## src/rtl/jmss_pkg.sv

```systemverilog
package jmss_pkg;

  typedef enum logic [3:0] {
    PH_PREFIX  = 4'd0,
    PH_ZEROS   = 4'd1,
    PH_MARKER  = 4'd2,
    PH_ENT     = 4'd3,
    PH_ENT_FF  = 4'd4,
    PH_FILL    = 4'd5,
    PH_LEN_HI  = 4'd6,
    PH_LEN_LO  = 4'd7,
    PH_APPTAG  = 4'd8,
    PH_BODY    = 4'd9,
    PH_DONE    = 4'd10
  } phase_t;

  localparam logic [2:0] V_RUN        = 3'd0;
  localparam logic [2:0] V_OK         = 3'd1;
  localparam logic [2:0] V_SHORT      = 3'd2;
  localparam logic [2:0] V_MISSING_FF = 3'd3;
  localparam logic [2:0] V_STRAY_0    = 3'd4;

  localparam int HoldDepth = 9;

  localparam logic [7:0] M_FF  = 8'hff;
  localparam logic [7:0] M_SOI = 8'hd8;
  localparam logic [7:0] M_EOI = 8'hd9;
  localparam logic [7:0] M_SOS = 8'hda;
  localparam logic [7:0] M_RST0 = 8'hd0;
  localparam logic [7:0] M_RST7 = 8'hd7;
  localparam logic [7:0] M_TEM = 8'h01;
  localparam logic [7:0] M_APP2 = 8'he2;

  localparam logic [0:0] REG_SPLIT = 1'd0;

  // One decoded item: up to nine bytes plus an optional verdict
  typedef struct packed {
    logic [3:0]             n_bytes;
    logic [HoldDepth*8-1:0] bytes;
    logic                   end_last;
    logic [2:0]             verdict;
    logic [7:0]             image_number;
  } cmd_t;

endpackage

```

## src/rtl/jpeg_marker_stream_splitter_unit.sv

```systemverilog
// A byte result passes through the front output register and the back queue.
// Throughput: one input beat per cycle while res_ready stays high and each
//   beat yields at most one result; a beat with more holds the output side.
// The two-entry command queue between decoder and emitter absorbs bursts.
// Reset (rst, synchronous, active high) clears parser state, counters and
//   split_enable; the header holding buffer needs no reset.
module jpeg_marker_stream_splitter_unit (
  input  logic        clk,
  input  logic        rst,
  input  logic        psel,
  input  logic        penable,
  input  logic        pwrite,
  input  logic [1:0]  paddr,
  input  logic [31:0] pwdata,
  output logic [31:0] prdata,
  output logic        pready,
  input  logic        in_valid,
  output logic        in_ready,
  input  logic [7:0]  data_byte,
  input  logic        end_of_data,
  output logic        res_valid,
  input  logic        res_ready,
  output logic [7:0]  out_byte,
  output logic        out_valid,
  output logic [7:0]  image_number,
  output logic        image_end,
  output logic [2:0]  verdict,
  output logic        last_of_run
);
  import jmss_pkg::*;

  logic split_enable;
  logic cv, cr;
  cmd_t cmd;

  assign pready = 1'b1;
  assign prdata = (paddr[1:0] == {REG_SPLIT, 1'b0}) ? {31'd0, split_enable} : 32'd0;

  // config register
  always_ff @(posedge clk) begin
    if (rst) split_enable <= 1'b0;
    else if (psel && penable && pwrite && paddr == {REG_SPLIT, 1'b0})
      split_enable <= pwdata[0];
  end

  jmss_front u_front (
    .clk, .rst, .split_enable, .in_valid, .in_ready, .data_byte, .end_of_data,
    .cmd_valid(cv), .cmd_ready(cr), .cmd
  );

  jmss_back u_back (
    .clk, .rst, .cmd_valid(cv), .cmd_ready(cr), .cmd,
    .out_valid_beat(res_valid), .out_ready(res_ready), .out_byte, .out_valid,
    .image_number, .image_end, .verdict, .last_of_run
  );

endmodule

```

## src/rtl/jmss_front.sv

```systemverilog
module jmss_front (
  input  logic              clk,
  input  logic              rst,
  input  logic              split_enable,
  input  logic              in_valid,
  output logic              in_ready,
  input  logic [7:0]        data_byte,
  input  logic              end_of_data,
  output logic              cmd_valid,
  input  logic              cmd_ready,
  output jmss_pkg::cmd_t    cmd
);
  import jmss_pkg::*;

  phase_t      phase, phase_next;
  logic        seen_eoi, seen_eoi_next;
  logic        image_open, image_open_next;
  logic        skip_segment, skip_segment_next;
  logic [15:0] segment_remaining, segment_remaining_next;
  logic [7:0]  current_marker, current_marker_next;
  logic [7:0]  header_hold [HoldDepth];
  logic [7:0]  hold_next [HoldDepth];
  logic [3:0]  hold_count, hold_count_next;
  logic [7:0]  image_count, image_count_next;
  logic        done, done_next;

  logic [7:0]  eb [HoldDepth];
  logic [3:0]  en;
  logic        eend;
  logic [2:0]  v;
  logic [15:0] len;
  logic        tag_hit;
  cmd_t        c;

  // output register, one command
  logic        oval;
  cmd_t        ocmd;

  logic        acc;
  assign in_ready  = !oval || cmd_ready;
  assign acc       = in_valid && in_ready;
  assign cmd_valid = oval;
  assign cmd       = ocmd;

  // decode one byte
  always_comb begin
    logic       io;
    logic [3:0] hc;
    phase_next = phase;
    seen_eoi_next = seen_eoi;
    image_open_next = image_open;
    skip_segment_next = skip_segment;
    segment_remaining_next = segment_remaining;
    current_marker_next = current_marker;
    hold_count_next = hold_count;
    image_count_next = image_count;
    done_next = done;
    hold_next = header_hold;
    for (int i = 0; i < HoldDepth; i++) eb[i] = 8'h00;
    en = 4'd0;
    eend = 1'b0;
    v = V_RUN;
    len = 16'd0;
    tag_hit = 1'b0;
    io = image_open;
    hc = hold_count;

    case (phase)
      PH_PREFIX: begin
        if (end_of_data) v = seen_eoi ? V_OK : V_SHORT;
        else if (seen_eoi && data_byte == 8'h00) phase_next = PH_ZEROS;
        else if (data_byte != M_FF) v = V_MISSING_FF;
        else phase_next = PH_MARKER;
      end
      PH_ZEROS: begin
        if (end_of_data) v = V_SHORT;
        else if (data_byte == M_FF) phase_next = PH_MARKER;
        else if (data_byte != 8'h00) v = V_MISSING_FF;
      end
      PH_ENT: begin
        if (end_of_data) v = seen_eoi ? V_OK : V_SHORT;
        else if (data_byte == M_FF) phase_next = PH_ENT_FF;
        else if (io) begin
          eb[0] = data_byte;
          en = 4'd1;
        end
      end
      PH_LEN_HI: begin
        if (end_of_data) v = V_SHORT;
        else begin
          segment_remaining_next = {data_byte, 8'h00};
          if (current_marker == M_APP2) begin
            if (hc < 4'(HoldDepth)) begin
              hold_next[hc] = data_byte;
              hold_count_next = hc + 4'd1;
            end
          end else if (io) begin
            eb[0] = data_byte;
            en = 4'd1;
          end
          phase_next = PH_LEN_LO;
        end
      end
      PH_LEN_LO: begin
        if (end_of_data) v = V_SHORT;
        else begin
          len = segment_remaining | {8'h00, data_byte};
          segment_remaining_next = (len >= 16'd2) ? len - 16'd2 : 16'd0;
          if (current_marker == M_APP2) begin
            if (hc < 4'(HoldDepth)) begin
              hold_next[hc] = data_byte;
              hc = hc + 4'd1;
            end
            hold_count_next = hc;
            if (len >= 16'd7) phase_next = PH_APPTAG;
            else begin
              if (io) begin
                for (int i = 0; i < HoldDepth; i++) eb[i] = hold_next[i];
                en = hc;
              end
              hold_count_next = 4'd0;
              phase_next = (segment_remaining_next != 16'd0) ? PH_BODY : PH_PREFIX;
            end
          end else begin
            if (io) begin
              eb[0] = data_byte;
              en = 4'd1;
            end
            phase_next = (segment_remaining_next != 16'd0) ? PH_BODY : PH_PREFIX;
          end
        end
      end
      PH_APPTAG: begin
        if (end_of_data) v = V_SHORT;
        else begin
          if (hc < 4'(HoldDepth)) begin
            hold_next[hc] = data_byte;
            hc = hc + 4'd1;
          end
          hold_count_next = hc;
          if (segment_remaining != 16'd0)
            segment_remaining_next = segment_remaining - 16'd1;
          if (hc >= 4'(HoldDepth)) begin
            tag_hit = hold_next[4] == 8'h4d && hold_next[5] == 8'h50 &&
                      hold_next[6] == 8'h46 && hold_next[7] == 8'h00;
            if (tag_hit) skip_segment_next = 1'b1;
            else if (io) begin
              for (int i = 0; i < HoldDepth; i++) eb[i] = hold_next[i];
              en = hc;
            end
            hold_count_next = 4'd0;
            phase_next = (segment_remaining_next != 16'd0) ? PH_BODY : PH_PREFIX;
          end
        end
      end
      PH_BODY: begin
        if (end_of_data) v = V_SHORT;
        else begin
          if (!skip_segment && io) begin
            eb[0] = data_byte;
            en = 4'd1;
          end
          segment_remaining_next = (segment_remaining != 16'd0) ?
                                   segment_remaining - 16'd1 : 16'd0;
          if (segment_remaining_next == 16'd0) phase_next = PH_PREFIX;
        end
      end
      PH_MARKER, PH_ENT_FF, PH_FILL: begin
        if (end_of_data) v = V_SHORT;
        else if (phase == PH_ENT_FF &&
                 (data_byte == 8'h00 || (data_byte >= M_RST0 && data_byte <= M_RST7))) begin
          if (io) begin
            eb[0] = M_FF;
            eb[1] = data_byte;
            en = 4'd2;
          end
          phase_next = PH_ENT;
        end else if (phase == PH_ENT_FF && data_byte == M_FF) begin
          phase_next = PH_FILL;
        end else if (phase == PH_FILL && data_byte == M_FF) begin
          phase_next = PH_FILL;
        end else begin
          // marker code
          if (data_byte == 8'h00) v = V_STRAY_0;
          else if (data_byte == M_SOI) begin
            seen_eoi_next = 1'b0;
            if (split_enable) begin
              if (image_count != 8'hff) image_count_next = image_count + 8'd1;
              io = 1'b1;
              image_open_next = 1'b1;
            end
            if (io) begin
              eb[0] = M_FF;
              eb[1] = M_SOI;
              en = 4'd2;
            end
            phase_next = PH_PREFIX;
          end else if (data_byte == M_EOI) begin
            seen_eoi_next = 1'b1;
            if (io) begin
              eb[0] = M_FF;
              eb[1] = M_EOI;
              en = 4'd2;
              eend = 1'b1;
            end
            image_open_next = 1'b0;
            phase_next = PH_PREFIX;
          end else if (data_byte >= M_RST0 && data_byte <= M_RST7) begin
            phase_next = PH_PREFIX;
          end else if (data_byte == M_TEM || data_byte == M_SOS) begin
            if (io) begin
              eb[0] = M_FF;
              eb[1] = data_byte;
              en = 4'd2;
            end
            phase_next = (data_byte == M_SOS) ? PH_ENT : PH_PREFIX;
          end else begin
            current_marker_next = data_byte;
            skip_segment_next = 1'b0;
            if (data_byte == M_APP2) begin
              hold_next[0] = M_FF;
              hold_next[1] = data_byte;
              hold_count_next = 4'd2;
            end else begin
              hold_count_next = 4'd0;
              if (io) begin
                eb[0] = M_FF;
                eb[1] = data_byte;
                en = 4'd2;
              end
            end
            phase_next = PH_LEN_HI;
          end
        end
      end
      default: phase_next = phase;
    endcase

    if (v != V_RUN) begin
      done_next = 1'b1;
      phase_next = PH_DONE;
    end
  end

  always_comb begin
    c.n_bytes = en;
    for (int i = 0; i < HoldDepth; i++) c.bytes[i*8 +: 8] = eb[i];
    c.end_last = eend;
    c.verdict = v;
    c.image_number = image_count_next;
  end

  // state registers
  always_ff @(posedge clk) begin
    if (rst) begin
      phase <= PH_PREFIX;
      seen_eoi <= 1'b0;
      image_open <= 1'b0;
      skip_segment <= 1'b0;
      segment_remaining <= 16'd0;
      current_marker <= 8'h00;
      hold_count <= 4'd0;
      image_count <= 8'd0;
      done <= 1'b0;
      oval <= 1'b0;
    end else begin
      if (acc && !done) begin
        phase <= phase_next;
        seen_eoi <= seen_eoi_next;
        image_open <= image_open_next;
        skip_segment <= skip_segment_next;
        segment_remaining <= segment_remaining_next;
        current_marker <= current_marker_next;
        hold_count <= hold_count_next;
        image_count <= image_count_next;
        done <= done_next;
      end
      if (acc && !done && (en != 4'd0 || v != V_RUN)) oval <= 1'b1;
      else if (cmd_ready) oval <= 1'b0;
    end
  end

  always_ff @(posedge clk) begin
    if (acc && !done) begin
      header_hold <= hold_next;
      ocmd <= c;
    end
  end

endmodule

```

## src/rtl/jmss_back.sv

```systemverilog
module jmss_back (
  input  logic           clk,
  input  logic           rst,
  input  logic           cmd_valid,
  output logic           cmd_ready,
  input  jmss_pkg::cmd_t cmd,
  output logic           out_valid_beat,
  input  logic           out_ready,
  output logic [7:0]     out_byte,
  output logic           out_valid,
  output logic [7:0]     image_number,
  output logic           image_end,
  output logic [2:0]     verdict,
  output logic           last_of_run
);
  import jmss_pkg::*;

  // small queue of two commands
  cmd_t       q [2];
  logic       wp, rp;
  logic [1:0] cnt;
  logic [3:0] idx;
  logic [3:0] total;
  logic       fire, pop, push;
  cmd_t       h;

  assign h = q[rp];
  assign cmd_ready = cnt != 2'd2;
  assign push = cmd_valid && cmd_ready;
  assign out_valid_beat = cnt != 2'd0;
  assign fire = out_valid_beat && out_ready;
  assign total = h.n_bytes + ((h.verdict != V_RUN) ? 4'd1 : 4'd0);
  assign pop = fire && (idx + 4'd1 >= total);

  always_comb begin
    out_byte = 8'h00;
    for (int i = 0; i < HoldDepth; i++)
      if (idx == 4'(i)) out_byte = h.bytes[i*8 +: 8];
    out_valid = idx < h.n_bytes;
    if (!out_valid) out_byte = 8'h00;
    image_number = h.image_number;
    image_end = out_valid && h.end_last && (idx + 4'd1 == h.n_bytes);
    verdict = out_valid ? V_RUN : h.verdict;
    last_of_run = idx + 4'd1 >= total;
  end

  always_ff @(posedge clk) begin
    if (rst) begin
      wp <= 1'b0;
      rp <= 1'b0;
      cnt <= 2'd0;
      idx <= 4'd0;
    end else begin
      if (push) wp <= ~wp;
      if (pop) begin
        rp <= ~rp;
        idx <= 4'd0;
      end else if (fire) idx <= idx + 4'd1;
      cnt <= cnt + {1'b0, push} - {1'b0, pop};
    end
  end

  always_ff @(posedge clk) begin
    if (push) q[wp] <= cmd;
  end

endmodule

```

## config.mk

```make
export PLATFORM = sky130hd
export DESIGN_NAME = jpeg_marker_stream_splitter_unit
export DESIGN_NICKNAME = d
export VERILOG_FILES = /design/src/rtl/jmss_pkg.sv /design/src/rtl/jpeg_marker_stream_splitter_unit.sv /design/src/rtl/jmss_front.sv /design/src/rtl/jmss_back.sv
export SDC_FILE = /design/constraint.sdc
export NUM_CORES = 1
export LEC_CHECK = 0
export BUFFER_PORTS_ARGS = -buffer_cell sky130_fd_sc_hd__buf_2
export CORE_MARGIN = 8
export CORE_UTILIZATION = 47
export DETAILED_ROUTE_END_ITERATION = 16
export PLACE_DENSITY = 0.67
export SKIP_LAST_GASP = 1
export SLEW_MARGIN = 30
export SYNTH_ARGS = -nofsm -noshare
export SYNTH_HDL_FRONTEND = slang
export SYNTH_SLANG_ARGS = --single-unit
```

## constraint.sdc

```tcl
create_clock -name clk -period 5.5 [get_ports clk]
set_input_delay 0.275 -clock clk [delete_from_list [all_inputs] [get_ports clk]]
set_output_delay 0.275 -clock clk [all_outputs]
set_load 0.01 [all_outputs]
```

Yosys cells after proc, flatten, opt, wreduce, memory -nomap -nowiden
Memories as Yosys holds them, arrays and structs flattened. A register that Yosys moved wholly into a read port is not among the register bits.
Cells that the tools add are included.
{"block": "classes", "n_lt_le_gt_ge": 10, "muxes": 210, "reduce_logical": 64, "addsub": 8, "bitwise": 14, "eq_ne": 65}
{"cell": "two-way mux 72 bit", "n": 13}
{"cell": "two-way mux 16 bit", "n": 32}
{"cell": "two-way mux 4 bit", "n": 68}
{"cell": "two-way mux 8 bit", "n": 28}
{"cell": "case mux 56 bit (2 select lines)", "n": 2}
{"cell": "bitwise mux 72 bit", "n": 1}
{"cell": "two-way mux 64 bit", "n": 1}
{"cell": "case mux 16 bit (4 select lines)", "n": 1}
{"cell": "equality test 8 bit (second input constant)", "n": 6}
{"cell": "case mux 16 bit (3 select lines)", "n": 1}
{"cell": "case mux 8 bit (6 select lines)", "n": 1}
{"cell": "nonzero test 16 bit", "n": 3}
{"cell": "two-way mux 1 bit", "n": 35}
{"cell": "two-way mux 3 bit", "n": 11}
{"cell": "demux 8 bit (select 4 bit)", "n": 1}
{"cell": "equality test 4 x 3 -> 1 bit (second input constant)", "n": 8}
{"cell": "case mux 4 bit (8 select lines)", "n": 1}
{"cell": "AND reduction 16 bit", "n": 2}
{"cell": "inequality test 2 bit (second input constant)", "n": 15}
{"cell": "equality test 8 x 7 -> 1 bit (second input constant)", "n": 3}
{"cell": "inequality test 3 x 2 -> 1 bit (second input constant)", "n": 8}
{"cell": "case mux 4 bit (6 select lines)", "n": 1}
{"cell": "case mux 8 bit (3 select lines)", "n": 1}
{"cell": "logical AND 1 bit", "n": 21}
{"cell": "other kinds (56)", "n": 107}
{"block": "word_totals", "reg_bits": 214, "out_inout_bits": 57, "n_memories": 1, "in_bits": 50, "mem_bits_rw": 176, "wordCells": 401}
{"name": "u_back.q", "words": 2, "word_bits": 88, "read_ports": 1, "rd_ports_with_merged_regs": 1, "wr": 1, "line_no": "jmss_back.sv:19", "source": "cmd_t q [2];"}

Longest topological paths before layout
Gate-level depths: netlist of the first run.
{"block": "depth", "ltp_word": 21, "depth_mapped": 21, "ltp_nobuf": 16}

Modules after synthesis
From an unflattened synthesis of the first run, not the netlist that was laid out.
{"block": "hier_totals", "hier_cells": 1530, "area_unflattened_um2": 18831.8}
{"mod": "jmss_front", "seq_area_each_um2": 5705.5, "area_each_um2": 10724.0, "n_inst": 1, "cells_per_inst": 1010}
{"mod": "jmss_back", "seq_area_each_um2": 5465.2, "area_each_um2": 7793.7, "n_inst": 1, "cells_per_inst": 479}
{"mod": "jpeg_marker_stream_splitter_unit", "seq_area_each_um2": 20.0, "area_each_um2": 314.1, "n_inst": 1, "cells_per_inst": 41}

Worst setup path before layout of the first run
Ideal clock, no wire load.
{"block": "synth_timing", "path_kind": "reg-to-reg", "from": "reg u_back.cnt[0]", "to": "reg u_front.header_hold[0] in the netlist's numbering, enable pin", "path_slack_ps": -13, "t_required_ps": 4961, "synth_period_minus_slack_ps": 5513, "stages_incl_launch_ff": 6, "setup_ps": 539, "path_buffers": 1, "arrival_ps": 4975, "cell_sequence": "dfxtp_1 > nand3b_1 > nand2_1 > or2_2 > clkbuf_1 > nor3_1"}
{"block": "synth_between", "elab_chain_cells": 5}
{"item": "start: declaration", "line_no": "jmss_back.sv:21", "source": "logic [1:0] cnt;"}
{"item": "start signal: assignment", "line_no": "jmss_back.sv:59", "source": "cnt <= cnt + {1'b0, push} - {1'b0, pop};"}
{"item": "inequality test 2 bit", "line_no": "jmss_back.sv:28", "source": "assign cmd_ready = cnt != 2'd2;"}
{"item": "logical OR 1 bit", "line_no": "jmss_front.sv:40", "source": "assign in_ready = !oval || cmd_ready;"}
{"item": "via in_ready", "line_no": "jpeg_marker_stream_splitter_unit.sv:18", "source": "output logic in_ready,"}
{"item": "logical AND 1 bit", "line_no": "jmss_front.sv:41", "source": "assign acc = in_valid && in_ready;"}
{"item": "logical AND 1 bit", "line_no": "jmss_front.sv:284", "source": "if (acc && !done) begin"}
{"item": "AND reduction 5 bit (no line)"}
{"item": "end signal: assignment", "line_no": "jmss_front.sv:285", "source": "header_hold <= hold_next;"}
{"item": "end: declaration", "line_no": "jmss_front.sv:21", "source": "logic [7:0] header_hold [HoldDepth];"}
The timed path passes the listed nets, and every way through them passes these cells.
A chain may end at the register's enable or synchronous reset.

==> results_dict.tcl, run 1 <==
set metrics [dict create \
    min_delay_path_depth 4 \
    drt-wirelength-per-cell_um 20.5 \
    max_cap_viol_count 0 \
    synth_async_sr_flop_share_pct 0 \
    worst_ep_arrival_time_ns 4.38 \
    pin_count_of_the_biggest_net_entering_global_routing 73 \
    synth_area_leader_cell "sky130_fd_sc_hd__edfxtp_1" \
    worstSetupStartpointType "flip-flop" \
    hold_start "penable" \
    routed_vias 12100 \
    synth_area_leaders "sky130_fd_sc_hd__edfxtp_1, sky130_fd_sc_hd__dfxtp_1, sky130_fd_sc_hd__mux2i_1, sky130_fd_sc_hd__mux2_2, sky130_fd_sc_hd__nor2b_1" \
    r2r_end "u_front.cmd[16]" \
    fp_rows 73 \
    rsz0062_at_grt "false" \
    worst_hold_path.endpoint "split_enable" \
    synth_edf_count 336 \
    drc 0 \
    timing.max_slew.rel_slack_pct 41.7 \
    worst_slew_pin_slew_ns 0.874 \
    setup_slack_of_the_most_critical_reg_to_reg_path_ns 1.40 \
    fp.dieW_um 216 \
    layout_worst_path_cycle_share_pct 74.5 \
    initial_core_util_pct 47.4 \
    netlist-cell-type-count 92 \
    post_cts_resized 0 \
    place_congestion 0.907 \
    seq_area_frac_synth_pct 59.7 \
    avgSynthCellArea_um2 12.2 \
    totalNegativeSetupSlack_ns 0 \
    final_layout_size_suffix_gt1_share_pct 13.6 \
    drt_first_iter_violations 928 \
    insertion_delay_ns 0.54 \
    die_h_um 216 \
    critical_path_class "flip-flop to flip-flop" \
    min_path_type "input port to flip-flop" \
    grt_pass1_wl_um 67100 \
    synth-seq-cells 391 \
    grtUsageTotal_pct 18.0 \
    cts_buf_count 40 \
    setup_viol 0 \
    ir_worst_vdd_uv 171 \
    period_needed_ns 4.10 \
    port_buffers 43 \
    via_count_of_the_first_global_routing_pass 12000 \
    floorplan_die_area_um2 46500 \
    hold_violation_total_from_the_final_report 0 \
    flow.area_growth_from_synthesis_pct 9.53 \
    setup.worst_path.end_class "flip-flop" \
    leakage_nw 6.91 \
    cts_root_buf "sky130_fd_sc_hd__clkbuf_16" \
    finish.net_count 1617 \
    final_max_slew_viol_count 0 \
    fmax_ghz 0.244 \
    n_antenna_cell 0 \
    r2r.worst_path.cells 10 \
    outcome "complete, no violations" \
    cp_data_required_time_ns 5.78 \
    initial_antenna_violation_count 1 \
    finalWirelength_um 43000 \
    via_density_per_instance 5.78 \
    rr_startpoint "u_front.hold_count[0]" \
    fin_hold_ws_ns 0.0934 \
    netlist.area_leader.share_pct 53.8 \
    htree_levels 2 \
    netlist_instances 1539 \
    clock_sinks 391 \
    yosysWarnings 0 \
    worst-path-max-fanout 53 \
    final.setup_skew_ns 0.0199 \
    core_region_area_um2 39500 \
    design.portCount 107 \
    globalRouteOverflowTotal 0 \
    tritoncts_clock_tree "yes" \
    worst_setup_hold_path_clk_slew_ns 0.06 \
    drt-pass1-iter-count 5 \
    synthFlopType "sky130_fd_sc_hd__edfxtp_1" \
    post_synth_instance_area_um2 18800 \
    estimated_wirelength_of_the_detail_placed_design_um 27500 \
    power_density_nw_per_um2 348 \
    antenna_left 0 \
    clk_path_buf_depth 3 \
]
==> cell usage in the layout (no fill, tap or decap), types with 15 or more instances in the layout <==
cell                          n
sky130_fd_sc_hd__clkbuf_16   41
sky130_fd_sc_hd__edfxtp_1   336
sky130_fd_sc_hd__buf_2       43
sky130_fd_sc_hd__dfxtp_1     54
sky130_fd_sc_hd__nand2_1     99
sky130_fd_sc_hd__nor2_1     120
sky130_fd_sc_hd__nor3_1      24
sky130_fd_sc_hd__a21oi_1     90
sky130_fd_sc_hd__xor2_1      19
sky130_fd_sc_hd__xnor2_1     18
sky130_fd_sc_hd__ha_1        26
sky130_fd_sc_hd__mux2_2      61
sky130_fd_sc_hd__conb_1      32
sky130_fd_sc_hd__nand3_1     22
sky130_fd_sc_hd__nand4_1     17
sky130_fd_sc_hd__o211ai_1    18
sky130_fd_sc_hd__mux2i_1    100
sky130_fd_sc_hd__o22ai_1     25
sky130_fd_sc_hd__inv_1       24
sky130_fd_sc_hd__nor2b_1     74
sky130_fd_sc_hd__a211oi_1    15
sky130_fd_sc_hd__o21ai_0     42
==> critical path: stages, from the launching register on <==
cell and delay [ns]:
sky130_fd_sc_hd__dfxtp_1 0.38, sky130_fd_sc_hd__inv_1 0.15, sky130_fd_sc_hd__ha_1 0.30, sky130_fd_sc_hd__nand3b_1 0.53, sky130_fd_sc_hd__or3b_1 0.55, sky130_fd_sc_hd__a2111oi_1 0.39
sky130_fd_sc_hd__nand4_1 0.29, sky130_fd_sc_hd__nand3_2 0.22, sky130_fd_sc_hd__a21o_4 0.51, sky130_fd_sc_hd__buf_4 0.36, sky130_fd_sc_hd__o21ai_1 0.10
==> how the worst max path moves through the flow <==
stage | startpoint | end | slack, ns
4_1_cts | u_front.hold_count[0] | u_front.cmd[16] | 1.37
3_5_place_dp | u_front.hold_count[0] | u_front.cmd[16] | 1.40
2_1_floorplan | u_back.cnt[0] | u_back.q[0][0] | 0.78
6_report | u_front.hold_count[0] | u_front.cmd[16] | 1.40
3_3_place_gp | u_front.hold_count[0] | u_front.cmd[16] | 1.46
5_1_grt | u_front.hold_count[0] | u_front.cmd[16] | 1.05
==> Yosys cell counts (4+ instances only) <==
cell,number
sky130_fd_sc_hd__edfxtp_1,336
sky130_fd_sc_hd__nor4b_1,5
sky130_fd_sc_hd__a22oi_1,5
sky130_fd_sc_hd__nor4_4,4
sky130_fd_sc_hd__nor2b_1,74
sky130_fd_sc_hd__buf_1,6
sky130_fd_sc_hd__nand2_1,99
sky130_fd_sc_hd__nor4_2,4
sky130_fd_sc_hd__a21boi_0,4
sky130_fd_sc_hd__mux2_2,61
sky130_fd_sc_hd__clkbuf_1,64
sky130_fd_sc_hd__o22ai_1,25
sky130_fd_sc_hd__o21a_1,5
sky130_fd_sc_hd__buf_4,33
sky130_fd_sc_hd__and2_1,14
sky130_fd_sc_hd__o21ai_0,42
sky130_fd_sc_hd__o31ai_1,4
sky130_fd_sc_hd__nand3_1,22
sky130_fd_sc_hd__o21ai_1,9
sky130_fd_sc_hd__or3_1,8
sky130_fd_sc_hd__a31oi_1,13
sky130_fd_sc_hd__a21o_1,7
sky130_fd_sc_hd__nand4_1,17
sky130_fd_sc_hd__nor3_1,25
sky130_fd_sc_hd__a211oi_1,15
sky130_fd_sc_hd__xnor2_1,18
sky130_fd_sc_hd__o211ai_1,18
sky130_fd_sc_hd__dfxtp_1,55
sky130_fd_sc_hd__nand3b_1,8
sky130_fd_sc_hd__nand2b_1,12
sky130_fd_sc_hd__inv_1,24
sky130_fd_sc_hd__buf_2,18
sky130_fd_sc_hd__nor3b_1,6
sky130_fd_sc_hd__xor2_1,19
sky130_fd_sc_hd__nor4_1,8
sky130_fd_sc_hd__o221ai_1,6
sky130_fd_sc_hd__nor2_1,121
sky130_fd_sc_hd__and3_1,11
sky130_fd_sc_hd__or2_2,4
sky130_fd_sc_hd__or4_1,7
sky130_fd_sc_hd__a21oi_1,90
sky130_fd_sc_hd__mux2i_1,100
sky130_fd_sc_hd__ha_1,26
==> kinds of logic after synthesis <==
group                      after synthesis  synth area share (%)
adders and majority gates               26                  1.73
buffers and inverters                  153                  4.02
muxes                                  162                  9.06
xor gates and xnor gates                37                  1.73
and+or+nand+nor                        479                  13.9
AOI/OAI and AO/OA                      289                  9.85
other                                    2                0.0400
DFF                                    391                  59.7
==> routing by layer <==
| layer | GRT usage (%) | share of wire [%] |
|---|---|---|
| met1 | 23.6 | 43 |
| met2 | 30.3 | 49 |
| met3 | 2.42 | 5.3 |
| met4 | 6.31 | 3.0 |
| met5 | 0 | 0.023 |
==> final cells by class <==
cell class	count	area [µm²]
clock buffers	54	1090
flip-flops and latches	391	11200
repair buffers	57	329
inverters	26	98.8
clock inverters	20	218
multi-input cells	1025	6950
fillers	3349	19000
well taps	525	657
==> flip-flops by register name (all words and copies together) (netlist names), named ones only <==
| signal | cells |
|---|---|
| u_back.cnt | 2 |
| u_front.header_hold | 72 |
| u_front.current_marker | 8 |
| u_front.seen_eoi | 1 |
| u_front.phase | 4 |
| u_front.image_open | 1 |
| u_back.rp | 1 |
| u_front.hold_count | 4 |
| u_back.q | 176 |
| split_enable | 1 |
| u_front.segment_remaining | 16 |
| u_back.idx | 4 |
| u_front.done | 1 |
| u_back.wp | 1 |
| u_front.image_count | 8 |
| u_front.cmd_valid | 1 |
| u_front.cmd | 88 |
| u_front.skip_segment | 1 |
==> power breakdown <==
group / internal [mW] / switching, mW / leakage (nW)
Sequential: 3.44 / 0.104 / 3.58
Combinational: 0.312 / 0.584 / 2.69
Clock: 1.60 / 1.11 / 0.635
==> what timing repair did <==
action | CTS | global route
setup buffers | 0 | 0
hold buffers | 2 | 0
endpoints found under the hold margin | 2 | 0
==> per-stage QoR <==
stage	cell area, µm²	instances	setup WS, ns	utilization, %	power [mW]
after CTS	20500	2098	1.37	51.9	7.20
after global routing	20500	2098	1.05	51.9	7.41
after floorplan	18900	1569	0.776	-	4.25
final	20500	2098	1.40	51.9	7.15
after detailed placement	19200	2022	1.40	48.6	4.50
after global placement	19200	2022	1.46	48.5	4.48
Note: power is estimated with default switching activity, not from simulation.
==> run 2, diff against run 1 <==
clock period = 3.52 ns   (was 5.5 ns; I/O delays follow)
==> run 2 against run 1 <==
Power up 58%; non-clock buffer count up 48; sequential share of layout area down 1.4 points; first-iteration DRC count up 6.8%; cell count up 2.4%; count of clock-buffer cells in the layout down 3; hold slack worse by 0.016 ns; register-to-register slack worse by 1.1 ns; die area unchanged; clock power up 57%; combinational power up 69%; critical endpoint is now out_byte[2]; largest cell class unchanged; highest routed layer unchanged.
==> results_dict.tcl, run 2 (synthesized netlist as in run 1, its figures left out) <==
set metrics [dict create \
    pre_cts_slack_ns 0.197 \
    insertion_delay_ns 0.55 \
    final_max_slew_viol_count 0 \
    critical_path_buf_inv_count 2 \
    rr_startpoint "u_front.segment_remaining[12]" \
    drc 0 \
    globalRouteOverflowTotal 0 \
    p_total_mw 11.3 \
    htree_levels 2 \
    initial_core_util_pct 47.4 \
    finish.net_count 1667 \
    initial_antenna_violation_count 1 \
    crit_end "out_byte[2]" \
    n_antenna_cell 0 \
    core_region_area_um2 39500 \
    layout_worst_path_cycle_share_pct 95.0 \
    worstSetupStartpointType "flip-flop" \
    outcome "complete, no violations" \
    fin_hold_ws_ns 0.0773 \
    cts_setup_buffers 0 \
    worst_path_largest_cell_delay_ns 0.44 \
    cts_root_buf "sky130_fd_sc_hd__clkbuf_16" \
    clk_path_buf_depth 3 \
    place_congestion 0.930 \
    fp.dieW_um 216 \
    tritoncts_clock_tree "yes" \
    routed_vias 12300 \
    totalNegativeSetupSlack_ns 0 \
    worst-path-max-fanout 12 \
    design.portCount 107 \
    r2r.worst_path.cells 11 \
    layout_setup_ws_ns 0.176 \
    r2r_end "u_front.phase[1]" \
    hold_violation_total_from_the_final_report 0 \
    setup_viol 0 \
    max_cap_viol_count 0 \
    layout.cells.most_common_list "sky130_fd_sc_hd__edfxtp_1, sky130_fd_sc_hd__nor2_1, sky130_fd_sc_hd__mux2i_1" \
    port_buffers 43 \
    worst_slew_pin_slew_ns 0.813 \
    antenna_left 0 \
    fillCellCount 3272 \
    fp_rows 73 \
    critical_path_class "flip-flop to output pin" \
    cp_data_required_time_ns 3.34 \
    estimated_wirelength_of_the_detail_placed_design_um 28800 \
    fmax_ghz 0.299 \
    min_path_type "input port to flip-flop" \
    die_h_um 216 \
    placedCellCount 2068 \
    period_needed_ns 3.34 \
    grtUsageTotal_pct 18.4 \
    crit_chain "inv_1 > ha_1 > and2_1 > nand2b_1 > a211oi_1 > a21oi_1 > a31oi_1 > nor2_1 > buf_2" \
    floorplan_die_area_um2 46500 \
    final.setup_skew_ns 0.0151 \
    flow.area_growth_from_synthesis_pct 12.3 \
    final_layout_size_suffix_gt1_share_pct 16.7 \
    timing.max_slew.rel_slack_pct 45.8 \
    critical_path_depth 9 \
    clock_sinks 391 \
    setup.worst_path.end_class "output pin" \
    via_density_per_instance 5.74 \
    pin_count_of_the_biggest_net_entering_global_routing 96 \
    setup.worst_path.start "u_back.idx[0]" \
    drt-pass1-iter-count 6 \
    via_count_of_the_first_global_routing_pass 12200 \
    worst_setup_hold_path_clk_slew_ns 0.06 \
    critical_path.slowest_cell "sky130_fd_sc_hd__dfxtp_1" \
    finish.cell_count_without_fillers 2149 \
    worst_ep_arrival_time_ns 3.17 \
    ir_worst_vdd_uv 342 \
    number_of_flip_flops_in_the_largest_register 176 \
    power_density_nw_per_um2 535 \
    drt-wirelength-per-cell_um 20.4 \
    drt_first_iter_violations 991 \
    setup_slack_of_the_most_critical_reg_to_reg_path_ns 0.29 \
    leakage_nw 7.18 \
    largest_register "u_back.q" \
    cts_buf_count 42 \
    grt_pass1_wl_um 69000 \
    min_delay_path_depth 3 \
    timing.critical_path.max_delay_family "simple AND/OR/NAND/NOR gates" \
    mostFrequentLayoutCell "sky130_fd_sc_hd__edfxtp_1" \
    finalWirelength_um 43800 \
]
run 2: changes by cell type in the layout (fill, tap and decap cells not counted), sizes merged:
cell and change:
buf +46, clkinv +5, clkbuf -3, clkinvlp +3
dlygate4sd3 +2, bufinv -1, inv -1
run 2: area by class of cell:
type,instances,area (µm²),area share (%)
clock inverters,26,221,1.05
repair buffers,105,782,3.71
clock buffers,51,1120,5.30
multi-input cells,1025,7000,33.2
well taps,525,657,3.12
inverters,26,98.8,0.469
flip-flops and latches,391,11200,53.1
run 2: worst min-delay path by stage:
stage	end	startpoint	slack (ns)
2_1_floorplan	split_enable	pwdata[0]	0.32
6_report	u_front.hold_count[1]	rst	0.08
5_1_grt	u_front.hold_count[1]	rst	0.08
4_1_cts	u_front.hold_count[1]	rst	0.05
3_5_place_dp	split_enable	pwdata[0]	0.42
3_3_place_gp	split_enable	pwdata[0]	0.41
run 2: worst min-delay path: cells and delay by family:
family | cells | cell delay (ns)
buffers and inverters | 2 | 0.24
AOI/OAI and AO/OA | 1 | 0.16
run 2: what timing repair did:
| item | CTS | global route |
|---|---|---|
| hold endpoints to repair | 3 | 0 |
| pin swaps | 0 | 0 |
| gates resized for setup | 5 | 6 |
| hold buffers | 4 | 0 |
| endpoints found under the setup margin | 10 | 4 |
run 2: metal layers:
layer / GRT usage (%) / wire length (µm) / share of wire, %
met5: 0 / 13 / 0.030
met4: 5.76 / 1090 / 2.5
met3: 3.05 / 2590 / 5.9
met2: 31.1 / 21500 / 49
met1: 24.0 / 18600 / 42
run 2: report_power, final:
part | total, mW | internal (mW) | switching (mW)
clock | 4.26 | 2.49 | 1.77
combinational | 1.52 | 0.554 | 0.966
sequential | 5.50 | 5.37 | 0.127
total | 11.3 | 8.42 | 2.86
run 2: per-stage QoR:
stage | cell area, µm² | util [%]
after floorplan | 19000 | -
after global placement | 19700 | 49.7
after detailed placement | 19700 | 49.7
after CTS | 21100 | 53.2
after global routing | 21100 | 53.3
final | 21100 | 53.3
==> run 3, diff against run 2 <==
ABC_AREA = 1   (was unset)
SKIP_LAST_GASP = unset   (was 1)
==> run 3 against run 2 <==
Critical endpoint is now u_front.cmd[45]; sequential share of layout area grew 0.083 points; critical path depth grew 5; highest routed layer is now met4; critical path type is now flip-flop to flip-flop; non-clock buffer count shrank 24; utilization shrank 0.33 points; cell count grew 24%.
==> results_dict.tcl, run 3 <==
set metrics [dict create \
    setup.worst_path.end_class "flip-flop" \
    setup_slack_of_the_most_critical_reg_to_reg_path_ns 0.30 \
    finish.net_count 2183 \
    totalNegativeSetupSlack_ns 0 \
    leakage_nw 8.64 \
    via_density_per_instance 5.34 \
    fmax_ghz 0.311 \
    drt_first_iter_violations 1278 \
    grt_pass1_wl_um 73300 \
    multi_input_area_um2 6380 \
    final.setup_skew_ns 0.0357 \
    die_h_um 217 \
    crit_end "u_front.cmd[45]" \
    critical_path_class "flip-flop to flip-flop" \
    swShare_pct 35.6 \
    htree_levels 2 \
    pin_count_of_the_biggest_net_entering_global_routing 105 \
    cts_buf_count 41 \
    period_needed_ns 3.22 \
    fp_rows 73 \
    hold_start "rst" \
    largest_register "u_back.q" \
    port_buffers 43 \
    netlist-cell-type-count 49 \
    globalRouteOverflowTotal 0 \
    worst_ep_arrival_time_ns 3.50 \
    worst_setup_hold_path_clk_slew_ns 0.06 \
    power_frac_clock_pct 27.3 \
    grtUsageTotal_pct 19.6 \
    fillCellCount 3515 \
    estimated_wirelength_of_the_detail_placed_design_um 32100 \
    rsz0062_at_grt "false" \
    power_switching_mw 5.44 \
    p_seq_share_pct 42.2 \
    final_layout_size_suffix_gt1_share_pct 8.42 \
    tritoncts_clock_tree "yes" \
    layout.cells.most_common_list "sky130_fd_sc_hd__nand2_1, sky130_fd_sc_hd__edfxtp_1, sky130_fd_sc_hd__nor2_1" \
    number_of_flip_flops_in_the_largest_register 176 \
    max_cap_viol_count 0 \
    drc 0 \
    post-synth-top-count-cell "sky130_fd_sc_hd__nand2_1" \
    worstSetupStartpointType "flip-flop" \
    r2r.worst_path.cells 14 \
    fp.dieW_um 217 \
    cts_setup_buffers 0 \
    floorplan_die_area_um2 47000 \
    synth_area_leaders "sky130_fd_sc_hd__edfxtp_1, sky130_fd_sc_hd__nand2_1, sky130_fd_sc_hd__dfxtp_1, sky130_fd_sc_hd__nor2_1, sky130_fd_sc_hd__inv_1" \
    flow.area_growth_from_synthesis_pct 11.1 \
    regArea_um2 11200 \
    fin_hold_ws_ns 0.108 \
    yosysWarnings 0 \
    n_antenna_cell 0 \
    seq_area_frac_synth_pct 59.1 \
    cts_root_buf "sky130_fd_sc_hd__clkbuf_16" \
    place_congestion 0.933 \
    netlist_instances 2053 \
    setup.worst_path.start "u_front.hold_count[1]" \
    min_path_type "input port to flip-flop" \
    ir_worst_vdd_uv 443 \
    initial_antenna_violation_count 0 \
    insertion_delay_ns 0.58 \
    synth_async_sr_flop_share_pct 0 \
    drt-wirelength-per-cell_um 17.6 \
    worst_slew_pin_slew_ns 0.910 \
    hold_violation_total_from_the_final_report 0 \
    synth_edf_count 336 \
    setup_viol 0 \
    cp_data_required_time_ns 3.80 \
    antenna_left 0 \
    initial_core_util_pct 47.7 \
    routed_vias 14200 \
    avgSynthCellArea_um2 9.22 \
    synth_common_cells "sky130_fd_sc_hd__nand2_1, sky130_fd_sc_hd__edfxtp_1, sky130_fd_sc_hd__nor2_1" \
    netlist.area_leader.share_pct 53.3 \
    power.combinational.fraction_pct 30.5 \
    final_max_slew_viol_count 0 \
    clock_sinks 391 \
    core_region_area_um2 39700 \
    post_synth_instance_area_um2 18900 \
    layout_worst_path_cycle_share_pct 91.4 \
    r2r_end "u_front.cmd[45]" \
    via_count_of_the_first_global_routing_pass 13400 \
    mostFrequentLayoutCell "sky130_fd_sc_hd__nand2_1" \
    worst-path-max-fanout 20 \
    drt-pass1-iter-count 6 \
    internal-power_mw 9.83 \
    outcome "complete, no violations" \
    clk_path_buf_depth 3 \
    power_density_nw_per_um2 726 \
    timing.max_slew.rel_slack_pct 38.9 \
    synth_area_leader_cell "sky130_fd_sc_hd__edfxtp_1" \
    synth-seq-cells 391 \
    design.portCount 107 \
    finalWirelength_um 46900 \
    synthFlopType "sky130_fd_sc_hd__edfxtp_1" \
    rr_startpoint "u_front.hold_count[1]" \
]
-- run 3: how the worst min path moves through the flow --
stage                                               end  slack (ns)  depth (start not counted)
after floorplan               u_front.current_marker[4]        0.34                          2
after global placement                  u_back.q[0][47]        0.42                          0
after detailed placement                u_back.q[1][39]        0.43                          0
after CTS                                 u_back.cnt[0]        0.09                          2
after global routing      u_front.segment_remaining[15]        0.12                          2
final                                     u_back.cnt[0]        0.11                          2
-- run 3: cell families after synthesis --
kind of cell	share of synthesized area, %
compound gates	10.0
xor+xnor	0.786
fa+ha+maj	1.72
buf+inv	7.96
flops	59.1
mux	0.211
other cells	0.0397
simple gates	20.2
-- run 3: through the flow --
stage	total power, mW	setup WS (ns)	util, %	cells	area [µm²]
floorplan	9.75	0.0156	-	2083	19100
global placement	11.1	0.272	49.6	2585	19700
detailed placement	11.2	0.244	49.6	2585	19700
CTS	15.3	0.0458	52.9	2663	21000
global route	16.2	0.0212	52.9	2663	21000
finish	15.3	0.302	52.9	2663	21000
-- run 3: metal layers --
| metal | vias up | wire length [µm] | global-route usage [%] |
|---|---|---|---|
| met5 | - | 0 | 0 |
| met3 | 94 | 3240 | 3.22 |
| met1 | 6623 | 20100 | 26.2 |
| li1 | 6957 | - | - |
| met2 | 545 | 22300 | 32.4 |
| met4 | 0 | 1240 | 6.20 |
-- run 3: final cells by class --
type                    instances  share of cell area [%]
flip-flops and latches        391                    53.2
multi-input cells            1348                    30.4
clock buffers                  53                    5.24
clock inverters                21                   0.874
repair buffers                 81                    2.82
well taps                     525                    3.12
inverters                     244                    4.36
-- run 3: repair_timing --
item | CTS | global route
hold buffers | 4 | 0
pin swaps | 0 | 0
endpoints found under the hold margin | 5 | 0
resized for setup | 1 | 3
setup endpoints to repair | 1 | 5
-- run 3: power by group through the flow --
stage | Sequential, mW | Clock [mW] | Combinational (mW)
2_1_floorplan | 6.42 | 0 | 3.33
6_report | 6.44 | 4.16 | 4.66
3_5_place_dp | 6.53 | 0 | 4.63
3_3_place_gp | 6.49 | 0 | 4.57
4_1_cts | 6.44 | 4.23 | 4.66
5_1_grt | 6.52 | 4.41 | 5.25
-- run 3: worst max-delay path, stage by stage (launching register included) --
cell                      delay, ns
sky130_fd_sc_hd__dfxtp_1       0.33
sky130_fd_sc_hd__inv_1         0.16
sky130_fd_sc_hd__ha_1          0.24
sky130_fd_sc_hd__nand3_2       0.26
sky130_fd_sc_hd__o21ai_0       0.44
sky130_fd_sc_hd__nand2_1       0.11
sky130_fd_sc_hd__nor2_1        0.13
sky130_fd_sc_hd__nand2_1       0.07
sky130_fd_sc_hd__nor2_1        0.09
sky130_fd_sc_hd__nand2_1       0.15
sky130_fd_sc_hd__nand2_1       0.15
sky130_fd_sc_hd__nand2_2       0.12
sky130_fd_sc_hd__nand2_2       0.26
sky130_fd_sc_hd__buf_4         0.32
sky130_fd_sc_hd__nor2_1        0.08
